--- src/rtl/tasd_pkg.sv ---
// Shared types and constants for the tar archive stream deframer.
package tasd_pkg;

  localparam int ENTRY_SIZE_W = 36;
  localparam int QDEPTH = 4;

  localparam logic [8:0] OFF_NAME_END = 9'd100;
  localparam logic [8:0] OFF_SIZE     = 9'd124;
  localparam logic [8:0] OFF_SIZE_END = 9'd136;
  localparam logic [8:0] OFF_TYPE     = 9'd156;
  localparam logic [8:0] OFF_LINK     = 9'd157;
  localparam logic [8:0] OFF_LINK_END = 9'd257;
  localparam logic [8:0] OFF_LAST     = 9'd511;
  localparam logic [9:0] BLOCK_LEN    = 10'd512;

  localparam logic [7:0] CH_NUL     = 8'h00;
  localparam logic [7:0] CH_DIR     = 8'h35;
  localparam logic [7:0] CH_SYMLINK = 8'h32;
  localparam logic [7:0] CH_PLUS    = 8'h2B;
  localparam logic [7:0] CH_MINUS   = 8'h2D;
  localparam logic [7:0] CH_SPACE   = 8'h20;
  localparam logic [7:0] CH_TAB     = 8'h09;
  localparam logic [7:0] CH_CR      = 8'h0D;
  localparam logic [7:0] CH_ZERO    = 8'h30;
  localparam logic [7:0] CH_SEVEN   = 8'h37;

  typedef enum logic [2:0] {
    K_NAME = 3'd0,
    K_LINK = 3'd1,
    K_HDR  = 3'd2,
    K_DATA = 3'd3,
    K_FIN  = 3'd4
  } kind_t;

  typedef struct packed {
    logic [7:0] in_byte;
    logic       stream_last;
  } in_item_t;

  typedef struct packed {
    kind_t                   kind;
    logic [7:0]              value;
    logic [7:0]              entry_type;
    logic [ENTRY_SIZE_W-1:0] entry_size;
    logic                    last_of_entry;
    logic                    ok;
  } out_item_t;

  // up to two results per request: the normal one and the finish
  typedef struct packed {
    logic      v0;
    out_item_t r0;
    logic      v1;
    out_item_t r1;
  } push_t;

endpackage

--- src/rtl/tar_archive_stream_deframer.sv ---
// Tar archive stream deframer top level: byte in, name/link/header/data/finish results out.
// A byte's results enter the result queue when the byte is accepted, behind older results.
// Throughput: one byte per cycle; the stream_last byte may produce two results.
// byte_ready drops only while the four-entry result queue holds more than two results.
// Reset: synchronous, active high; parser returns to the header state, queue empties.
// No clearing pass; the block takes bytes in the first cycle after reset.
module tar_archive_stream_deframer #(
  parameter int SIZE_BITS = 36
) (
  input  logic                clk,
  input  logic                rst,
  input  logic                byte_valid,
  output logic                byte_ready,
  input  tasd_pkg::in_item_t  byte_item,
  output logic                res_valid,
  input  logic                res_ready,
  output tasd_pkg::out_item_t res_item
);
  import tasd_pkg::*;

  push_t push;
  logic  accept;

  assign accept = byte_valid && byte_ready;

  tasd_core #(
    .SIZE_BITS(SIZE_BITS)
  ) u_core (
    .clk    (clk),
    .rst    (rst),
    .accept (accept),
    .item   (byte_item),
    .push   (push)
  );

  tasd_outq u_outq (
    .clk       (clk),
    .rst       (rst),
    .push      (push),
    .room      (byte_ready),
    .res_valid (res_valid),
    .res_ready (res_ready),
    .res_item  (res_item)
  );

endmodule

--- src/rtl/tasd_core.sv ---
// Header/data parser state and per-byte result generation.
module tasd_core #(
  parameter int SIZE_BITS = 36
) (
  input  logic               clk,
  input  logic               rst,
  input  logic               accept,
  input  tasd_pkg::in_item_t item,
  output tasd_pkg::push_t    push
);
  import tasd_pkg::*;

  localparam int BW = SIZE_BITS + 1;

  typedef enum logic [1:0] {PH_HEADER, PH_DATA, PH_SKIP, PH_DONE} phase_t;
  typedef enum logic [2:0] {SP_LEAD, SP_SIGN, SP_DIGITS, SP_TRAIL, SP_NULEND, SP_BAD} sp_t;

  phase_t               phase, phase_next;
  logic [8:0]           hdr_off, hdr_off_next;
  logic                 name_ended, name_ended_next;
  logic                 link_ended, link_ended_next;
  logic [SIZE_BITS-1:0] size_acc, size_acc_next;
  sp_t                  sp, sp_next;
  logic                 size_neg, size_neg_next;
  logic [7:0]           type_byte, type_byte_next;
  logic [BW-1:0]        bytes_rem, bytes_rem_next;
  logic                 failed, failed_next;

  sp_t                  f_sp;
  logic [SIZE_BITS-1:0] f_acc;
  logic                 f_neg;
  logic                 go_dig;
  logic [7:0]           c;
  logic                 ws, digit, size_valid, fin;
  logic [8:0]           rem;
  logic [BW-1:0]        rounded;

  assign c     = item.in_byte;
  assign ws    = (c == CH_SPACE) || (c >= CH_TAB && c <= CH_CR);
  assign digit = (c >= CH_ZERO) && (c <= CH_SEVEN);

  // size field digit machine
  always_comb begin
    f_sp   = sp;
    f_acc  = size_acc;
    f_neg  = size_neg;
    go_dig = 1'b0;
    case (sp)
      SP_LEAD: begin
        if (!ws) begin
          if (c == CH_PLUS || c == CH_MINUS) begin
            f_neg = (c == CH_MINUS);
            f_sp  = SP_SIGN;
          end else begin
            go_dig = 1'b1;
          end
        end
      end
      SP_SIGN, SP_DIGITS: go_dig = 1'b1;
      SP_TRAIL: begin
        if (c == CH_NUL) f_sp = SP_NULEND;
        else if (!ws) f_sp = SP_BAD;
      end
      default: ;
    endcase
    if (go_dig) begin
      if (digit) begin
        if (size_acc[SIZE_BITS-1 -: 3] != 3'b000) begin
          f_sp = SP_BAD;
        end else begin
          f_acc = {size_acc[SIZE_BITS-4:0], c[2:0]};
          f_sp  = SP_DIGITS;
        end
      end else if (sp == SP_DIGITS && ws) begin
        f_sp = SP_TRAIL;
      end else if (sp == SP_DIGITS && c == CH_NUL) begin
        f_sp = SP_NULEND;
      end else begin
        f_sp = SP_BAD;
      end
    end
  end

  assign size_valid = (sp == SP_DIGITS || sp == SP_TRAIL || sp == SP_NULEND) &&
                      !(size_neg && size_acc != '0);
  assign rounded    = ({1'b0, size_acc} + BW'(511));
  assign fin        = (bytes_rem[BW-1:1] == '0);
  assign rem        = size_acc[8:0];

  always_comb begin
    phase_next      = phase;
    hdr_off_next    = hdr_off;
    name_ended_next = name_ended;
    link_ended_next = link_ended;
    size_acc_next   = size_acc;
    sp_next         = sp;
    size_neg_next   = size_neg;
    type_byte_next  = type_byte;
    bytes_rem_next  = bytes_rem;
    failed_next     = failed;
    push            = '0;

    case (phase)
      PH_HEADER: begin
        if (hdr_off == '0) begin
          name_ended_next = 1'b0;
          link_ended_next = 1'b0;
          size_acc_next   = '0;
          sp_next         = SP_LEAD;
          size_neg_next   = 1'b0;
          type_byte_next  = CH_NUL;
        end
        if (hdr_off == '0 && c == CH_NUL) begin
          phase_next = PH_DONE;
        end else begin
          hdr_off_next = hdr_off + 9'd1;
          if (hdr_off < OFF_NAME_END && !name_ended_next) begin
            if (c == CH_NUL) begin
              name_ended_next = 1'b1;
            end else begin
              push.v0       = 1'b1;
              push.r0.kind  = K_NAME;
              push.r0.value = c;
            end
          end else if (hdr_off >= OFF_SIZE && hdr_off < OFF_SIZE_END) begin
            sp_next       = f_sp;
            size_acc_next = f_acc;
            size_neg_next = f_neg;
          end else if (hdr_off == OFF_TYPE) begin
            type_byte_next = c;
          end else if (hdr_off >= OFF_LINK && hdr_off < OFF_LINK_END &&
                       type_byte == CH_SYMLINK && !link_ended) begin
            if (c == CH_NUL) begin
              link_ended_next = 1'b1;
            end else begin
              push.v0            = 1'b1;
              push.r0.kind       = K_LINK;
              push.r0.value      = c;
              push.r0.entry_type = type_byte;
            end
          end else if (hdr_off == OFF_LAST) begin
            hdr_off_next       = '0;
            push.v0            = 1'b1;
            push.r0.kind       = K_HDR;
            push.r0.entry_type = type_byte;
            if (!size_valid) begin
              size_acc_next = '0;
              failed_next   = 1'b1;
              phase_next    = PH_DONE;
            end else begin
              push.r0.entry_size = ENTRY_SIZE_W'(size_acc);
              push.r0.ok         = 1'b1;
              if (type_byte != CH_DIR && type_byte != CH_SYMLINK) begin
                bytes_rem_next = {1'b0, size_acc};
                phase_next     = (size_acc != '0) ? PH_DATA : PH_HEADER;
              end else begin
                bytes_rem_next = {rounded[BW-1:9], 9'b0};
                phase_next     = (rounded[BW-1:9] != '0) ? PH_SKIP : PH_HEADER;
              end
            end
          end
        end
      end
      PH_DATA: begin
        push.v0               = 1'b1;
        push.r0.kind          = K_DATA;
        push.r0.value         = c;
        push.r0.entry_type    = type_byte;
        push.r0.entry_size    = ENTRY_SIZE_W'(size_acc);
        push.r0.last_of_entry = fin;
        bytes_rem_next        = bytes_rem - BW'(1);
        if (fin) begin
          bytes_rem_next = (rem != '0) ? BW'(BLOCK_LEN - {1'b0, rem}) : '0;
          phase_next     = (rem != '0) ? PH_SKIP : PH_HEADER;
          hdr_off_next   = '0;
        end
      end
      PH_SKIP: begin
        if (fin) begin
          bytes_rem_next = '0;
          phase_next     = PH_HEADER;
          hdr_off_next   = '0;
        end else begin
          bytes_rem_next = bytes_rem - BW'(1);
        end
      end
      default: ;
    endcase

    if (item.stream_last) begin
      push.v1         = 1'b1;
      push.r1.kind    = K_FIN;
      push.r1.ok      = !(failed_next || phase_next == PH_DATA);
      phase_next      = PH_HEADER;
      hdr_off_next    = '0;
      name_ended_next = 1'b0;
      link_ended_next = 1'b0;
      size_acc_next   = '0;
      sp_next         = SP_LEAD;
      size_neg_next   = 1'b0;
      type_byte_next  = CH_NUL;
      bytes_rem_next  = '0;
      failed_next     = 1'b0;
    end

    push.v0 = push.v0 && accept;
    push.v1 = push.v1 && accept;
  end

  always_ff @(posedge clk) begin
    if (rst) begin
      phase      <= PH_HEADER;
      hdr_off    <= '0;
      name_ended <= 1'b0;
      link_ended <= 1'b0;
      size_acc   <= '0;
      sp         <= SP_LEAD;
      size_neg   <= 1'b0;
      type_byte  <= CH_NUL;
      bytes_rem  <= '0;
      failed     <= 1'b0;
    end else if (accept) begin
      phase      <= phase_next;
      hdr_off    <= hdr_off_next;
      name_ended <= name_ended_next;
      link_ended <= link_ended_next;
      size_acc   <= size_acc_next;
      sp         <= sp_next;
      size_neg   <= size_neg_next;
      type_byte  <= type_byte_next;
      bytes_rem  <= bytes_rem_next;
      failed     <= failed_next;
    end
  end

  a_finish_restarts: assert property (@(posedge clk) disable iff (rst)
    (accept && item.stream_last) |=> (phase == PH_HEADER && hdr_off == '0 && !failed))
    else $error("stream end did not restart parser");

  a_finish_only_last: assert property (@(posedge clk) disable iff (rst)
    push.v1 |-> (accept && item.stream_last))
    else $error("finish result without stream end");

  a_data_has_count: assert property (@(posedge clk) disable iff (rst)
    (phase == PH_DATA || phase == PH_SKIP) |-> bytes_rem != '0)
    else $error("data or skip phase with zero count");

endmodule

--- src/rtl/tasd_outq.sv ---
// Result queue: takes up to two results per request, delivers one per cycle while res_ready is high.
module tasd_outq (
  input  logic                clk,
  input  logic                rst,
  input  tasd_pkg::push_t     push,
  output logic                room,
  output logic                res_valid,
  input  logic                res_ready,
  output tasd_pkg::out_item_t res_item
);
  import tasd_pkg::*;

  localparam int PW = $clog2(QDEPTH);

  out_item_t     mem [QDEPTH];
  logic [PW-1:0] wp, rp;
  logic [PW:0]   count, count_next;
  logic          pop;
  logic [1:0]    n_push;
  out_item_t     first;

  assign room      = (count <= (PW+1)'(QDEPTH - 2));
  assign res_valid = (count != '0);
  assign res_item  = mem[rp];
  assign pop       = res_valid && res_ready;
  assign n_push    = {1'b0, push.v0} + {1'b0, push.v1};
  assign first     = push.v0 ? push.r0 : push.r1;

  always_comb begin
    count_next = count + (PW+1)'(n_push) - (PW+1)'(pop);
  end

  always_ff @(posedge clk) begin
    if (n_push != 2'd0) mem[wp] <= first;
    if (n_push == 2'd2) mem[wp + PW'(1)] <= push.r1;
  end

  always_ff @(posedge clk) begin
    if (rst) begin
      wp    <= '0;
      rp    <= '0;
      count <= '0;
    end else begin
      wp    <= wp + PW'(n_push);
      rp    <= rp + PW'(pop);
      count <= count_next;
    end
  end

  a_no_overflow: assert property (@(posedge clk) disable iff (rst)
    (push.v0 || push.v1) |-> room)
    else $error("push into full result queue");

  a_pop_drains: assert property (@(posedge clk) disable iff (rst)
    (pop && !push.v0 && !push.v1) |=> count == $past(count) - 1'b1)
    else $error("queue count wrong after pop");

  a_count_bound: assert property (@(posedge clk) disable iff (rst)
    count <= (PW+1)'(QDEPTH))
    else $error("result queue count above depth");

endmodule

--- config.mk ---
export PLATFORM = sky130hd
export DESIGN_NAME = tar_archive_stream_deframer
export DESIGN_NICKNAME = d
export VERILOG_FILES = /design/src/rtl/tasd_pkg.sv /design/src/rtl/tar_archive_stream_deframer.sv /design/src/rtl/tasd_core.sv /design/src/rtl/tasd_outq.sv
export SDC_FILE = /design/constraint.sdc
export NUM_CORES = 1
export LEC_CHECK = 0
export ABC_AREA = 1
export BUFFER_PORTS_ARGS = -buffer_cell sky130_fd_sc_hd__buf_2
export CORE_ASPECT_RATIO = 0.8
export CORE_MARGIN = 2
export CORE_UTILIZATION = 55
export CTS_CLUSTER_DIAMETER = 80
export DETAILED_ROUTE_END_ITERATION = 8
export MAX_ROUTING_LAYER = met4
export PLACE_DENSITY = 0.82
export SYNTH_ARGS = -nofsm -noshare
export SYNTH_HDL_FRONTEND = slang
export SYNTH_SLANG_ARGS = --single-unit
export TNS_END_PERCENT = 100
--- constraint.sdc ---
create_clock -name clk -period 10.2 [get_ports clk]
set_input_delay 0.51 -clock clk [delete_from_list [all_inputs] [get_ports clk]]
set_output_delay 0.51 -clock clk [all_outputs]
set_load 0.03 [all_outputs]
After elaboration in Yosys (flattened, before gate mapping)
Memories as Yosys holds them, arrays and structs flattened. A register that Yosys moved wholly into a read port is not among the register bits.
Index checks and enable logic that the tools add are counted.
W data, S select, Z words.
{ "classes": {"addsub": 10, "bitwise_logic": 0, "magnitude_cmp": 10, "eq_ne": 34, "shift": 0, "multipliers": 0, "mux": 142, "reduce_logical": 48, "div_mod_pow": 0} }
{ "ops": {"columns": ["cell", "count"], "rows": [
  ["$mux W36", 15],
  ["$mux W37", 12],
  ["$mux W56", 3],
  ["$pmux W56 S2", 1],
  ["$pmux W37 S3", 1],
  ["$mux W44", 2],
  ["$mux W8", 9],
  ["$mux W9", 8],
  ["$mux W57", 1],
  ["$mux W1", 52],
  ["$mux W3", 14],
  ["$add A36 B9 Y37 const B", 1],
  ["$sub A37 B1 Y37 const B", 1],
  ["$logic_not A36 Y1", 1],
  ["$reduce_bool A36 Y1", 1],
  ["$eq A8 B6 Y1 const B", 4],
  ["$mux W2", 14],
  ["$reduce_bool A28 Y1", 1],
  ["$mux W12", 2],
  ["$mux W20", 1],
  ["$pmux W9 S2", 1],
  ["$logic_and A1 B1 Y1", 17],
  ["$ne A8 B6 Y1 const B", 2],
  ["$ne A3 B3 Y1 const B", 5],
  ["53 further kinds", 75]
]} }
{ "totals": {"romBits": 0, "out_inout_bits": 59, "latch_bits": 0, "elab_cells": 258, "ram_bits": 228, "n_memories": 1, "register_bits": 106} }
{ "memory_table": {"columns": ["name", "depth", "width", "rd", "rd_clocked_by_memory_dff", "wr", "line_no", "source"], "rows": [
  ["u_outq.mem", 4, 57, 1, 1, 2, "tasd_outq.sv:15", "out_item_t mem [QDEPTH];"]
]} }

Longest topological paths before layout
{ "depth": {"ltp_word": 17, "ltp_mapped": 27, "depth_no_buf": 27} }

Cells and area by module
Synthesis repeated with hierarchy kept, for this count alone.
{ "unflattened": {"hier_cells": 2752, "hier_area_um2": 20837.5} }
{ "modules_own_cells": {"columns": ["module", "instances", "area_per_inst_um2", "cells_per_inst"], "rows": [
  ["tasd_outq", 1, 11842.6, 1300],
  ["tasd_core", 1, 8987.4, 1450],
  ["tar_archive_stream_deframer", 1, 7.5, 2]
]} }

Worst setup path after synthesis
Ideal clock, no wire load.
{ "synth_timing": {"path_kind": "reg-to-reg", "from": "register u_core.hdr_off[2]", "to": "memory u_outq.mem[3][12] (netlist name)", "path_buffers": 3, "synth_period_minus_slack_ps": 3528, "required_ps": 10058, "path_stages_with_launch": 22, "setup_slack_ps": 6672, "arrival_time_ps": 3386, "setup_time_ps": 142, "cell_sequence": "dfxtp_1 -> inv_1 -> nor2_1 -> nand3_1 -> nor3_1 -> ha_1 -> nand2_1 -> o21ai_2 -> nand2_1 -> o21ai_1 -> o211ai_1 -> nand2_1 -> nand2_4 -> clkinv_2 -> buf_2 -> ha_1 -> inv_1 -> nor3_1 -> or2_2 -> clkbuf_1 -> clkbuf_1 -> o22ai_1"} }
{ "synth_lines": {"columns": ["element", "line_no", "source"], "rows": [
  ["start: declaration", "tasd_core.sv:19", "logic [8:0] hdr_off, hdr_off_next;"],
  ["start signal: assignment", "tasd_core.sv:224", "hdr_off <= hdr_off_next;"],
  ["end: declaration", "tasd_outq.sv:15", null]
]} }

==> results.yml <==
outcome:
  status: "complete, no violations"
worst_setup_path:
  critical_path_class: "reg -> reg"
  r2r_cells: 16
  worstSetupEndpointType: "flip-flop"
  crit_arrival_ns: 5.11
  required_ns: 10.64
  critPathLaunchType: "flip-flop"
  crit_fanout: 56
clocking:
  clkLatencyLatePin_ns: 0.54
  cts_root_buf: "clkbuf_16"
  cts_tree: "yes"
  cts_sinks: 334
  cts_hold_buf: 0
  cts_resized: 0
  post_cts.repair.setup_buffers: 0
  cts-htree-levels: 2
  clkTransAtPathRegs_ns: 0.06
  cts_buffers: 34
  ctsLongestPathBuffers: 3
power:
  ir_drop_uv: 234
  total_power_uw: 4500
  p_leak_uw: 0.00765
  p_per_area_mw_per_mm2: 233
floorplanning:
  die_h_um: 165
  core_area_mm2: 0.0317
  fp.dieW_um: 205
  fp-row-count: 58
  die_area_mm2: 0.0339
  io_pins: 72
  start_util: 0.563
synth:
  postSynthCellCount: 2486
  yosys_warnings: 0
  synth_fa_ha_area_frac: 0.0137
  synth_edf_count: 8
  syn_area_mm2: 0.0178
  synth_top_family_by_area: "compound AO/OA/AOI/OAI gates"
  synthMuxAreaShare: 0
  synth-compound-area-share: 0.251
  synth_xor_area_frac: 0.0162
  ys_async_sr_fraction: 0
  synth-main-ff-cell: "dfxtp_1"
  synth_fp_nets: 2518
  yosys.cell_types.count: 62
  ys_seq_elements: 334
  synth_simple_gate_area_frac: 0.216
  syn_avg_cell_area_um2: 7.18
  seq_area_frac_synth: 0.379
global_routing:
  track_usage: 0.317
  grt_pass1_vias: 16241
  grt_max_degree: 106
  grt_pass1_wl_um: 84600
  grt_remaining_overflow: 0
  antenna_found_initial: 0
placement:
  place.gp.congestion: 0.987
  dp_hpwl_um: 35000
  placed_cells: 2838
  io_buffers: 71
  dpl-instance-area_mm2: 0.0182
drt:
  viasPerCell: 6.12
  drcViolationCount: 0
  drt_wl_total_um: 53100
  route.vias.total: 17721
  drtIter0Drc: 2363
  dr.pass1.iters: 8
  drt.antenna.violating_nets: 0
  avgRoutedWirePerCell_um: 18.3
sta:
  tns_ns: 0
  slew_headroom: 0.0896
  finalHoldViolCount: 0
  fin_skew_ns: 0.00960
  worst_pin_slew_ns: 1.36
  period_share: 0.458
  setup_viol: 0
  clock.fmax_mhz: 214
  drv_slew: 0
  rsz0062_at_grt: "false"
  layout_min_cycle_time_ns: 4.67
layout:
  stdcell_area_mm2: 0.0193
  syn_to_final_growth_pct: 8.25
  final_cells: 2897
  layout_commonest_cell: "inv_1"
  layout_common_cells: "inv_1, dfxtp_1, nand2_1, nor2_1, a21oi_1"
  antenna_cells: 0
  layout-drive-gt1-share: 0.105
  final_nets: 2486
job:
  maxCapViolations: 0
min_path:
  hold_path.class: "in -> reg"
  whs_path_depth: 3
## registers in the layout (all words and copies together), names as in the netlist, 3 cells and up
signal,flops
u_core.sp,3
u_outq.mem,228
u_outq.count,3
u_core.hdr_off,9
u_core.bytes_rem,37
u_core.type_byte,8
u_core.size_acc,36
## metrics by stage
step	setup slack [ns]	utilization	hold slack [ns]
global placement	5.80	0.574	0.455
CTS	5.59	0.609	0.262
global route	5.08	0.609	0.284
finish	5.53	0.609	0.281
floorplan	6.67	-	0.445
detailed placement	5.58	0.574	0.456
## synthesized netlist by cell type (13+ instances only)
| cell | number | share of area |
|---|---|---|
| inv_1 | 394 | 0.083 |
| nand4_1 | 62 | 0.022 |
| nand3_1 | 59 | 0.017 |
| o22ai_2 | 32 | 0.022 |
| nor3_1 | 27 | 0.0076 |
| a31oi_1 | 49 | 0.017 |
| a22oi_1 | 14 | 0.0059 |
| o21ai_0 | 161 | 0.045 |
| buf_2 | 13 | 0.0036 |
| clkbuf_1 | 127 | 0.027 |
| nor2_1 | 264 | 0.056 |
| nand3_2 | 30 | 0.017 |
| o22ai_1 | 213 | 0.075 |
| nand3_4 | 21 | 0.021 |
| a21oi_1 | 229 | 0.064 |
| xor2_1 | 26 | 0.013 |
| nand2_1 | 299 | 0.063 |
| dfxtp_1 | 326 | 0.37 |
| ha_1 | 18 | 0.013 |
## layout make-up
class	instances	area, um2
fillers	2771	12400
multi-input cells	1593	8900
flip-flops and latches	334	6770
inverters	402	1510
clock buffers	48	985
well taps	420	526
repair buffers	89	490
clock inverters	11	134
## routing by layer
layer | track usage | wire [um] | up-vias
li1 | - | - | 8378
met4 | 0.107 | 1680 | 0
met1 | 0.436 | 22800 | 8313
met5 | - | 0 | -
met3 | 0.0404 | 5190 | 126
met2 | 0.483 | 23400 | 904
## worst max-delay path: stages (launching register included)
cell and delay (ns):
dfxtp_1 0.39, inv_1 0.08, nor2_1 0.25, inv_1 0.11, o21ai_0 0.21, nand2_2 0.51, inv_2 0.32, o21ai_1 0.11
o211ai_1 0.08, nand2_1 0.11, nand2_4 0.12, ha_1 0.22, nor3_1 0.09, inv_2 0.83, o21ai_4 0.45, buf_4 0.41
o22ai_1 0.23
## cells by family after synthesis
family	Yosys count
AND/OR/NAND/NOR	797
XOR/XNOR	33
buffers and inverters	559
adder cells (fa/ha/maj)	19
flip-flops	334
AO/OA/AOI/OAI	744
## where the power goes
| group | switching, uW | internal, uW | total [uW] |
|---|---|---|---|
| combinational | 1030 | 442 | 1470 |
| clock | 546 | 729 | 1270 |
| sequential | 159 | 1600 | 1760 |
## worst paths after layout
kind	slack, ns	start	to
setup / recovery	5.53	u_core.hdr_off[2]	u_outq.mem[1][39]
hold / removal	0.28	byte_item[8]	u_core.type_byte[7]
setup reg to reg	5.53	u_core.hdr_off[2]	u_outq.mem[1][39]
hold reg to reg	0.47	u_outq.mem[2][15]	u_outq.mem[2][15]
Power figures use the tool's default switching activity.
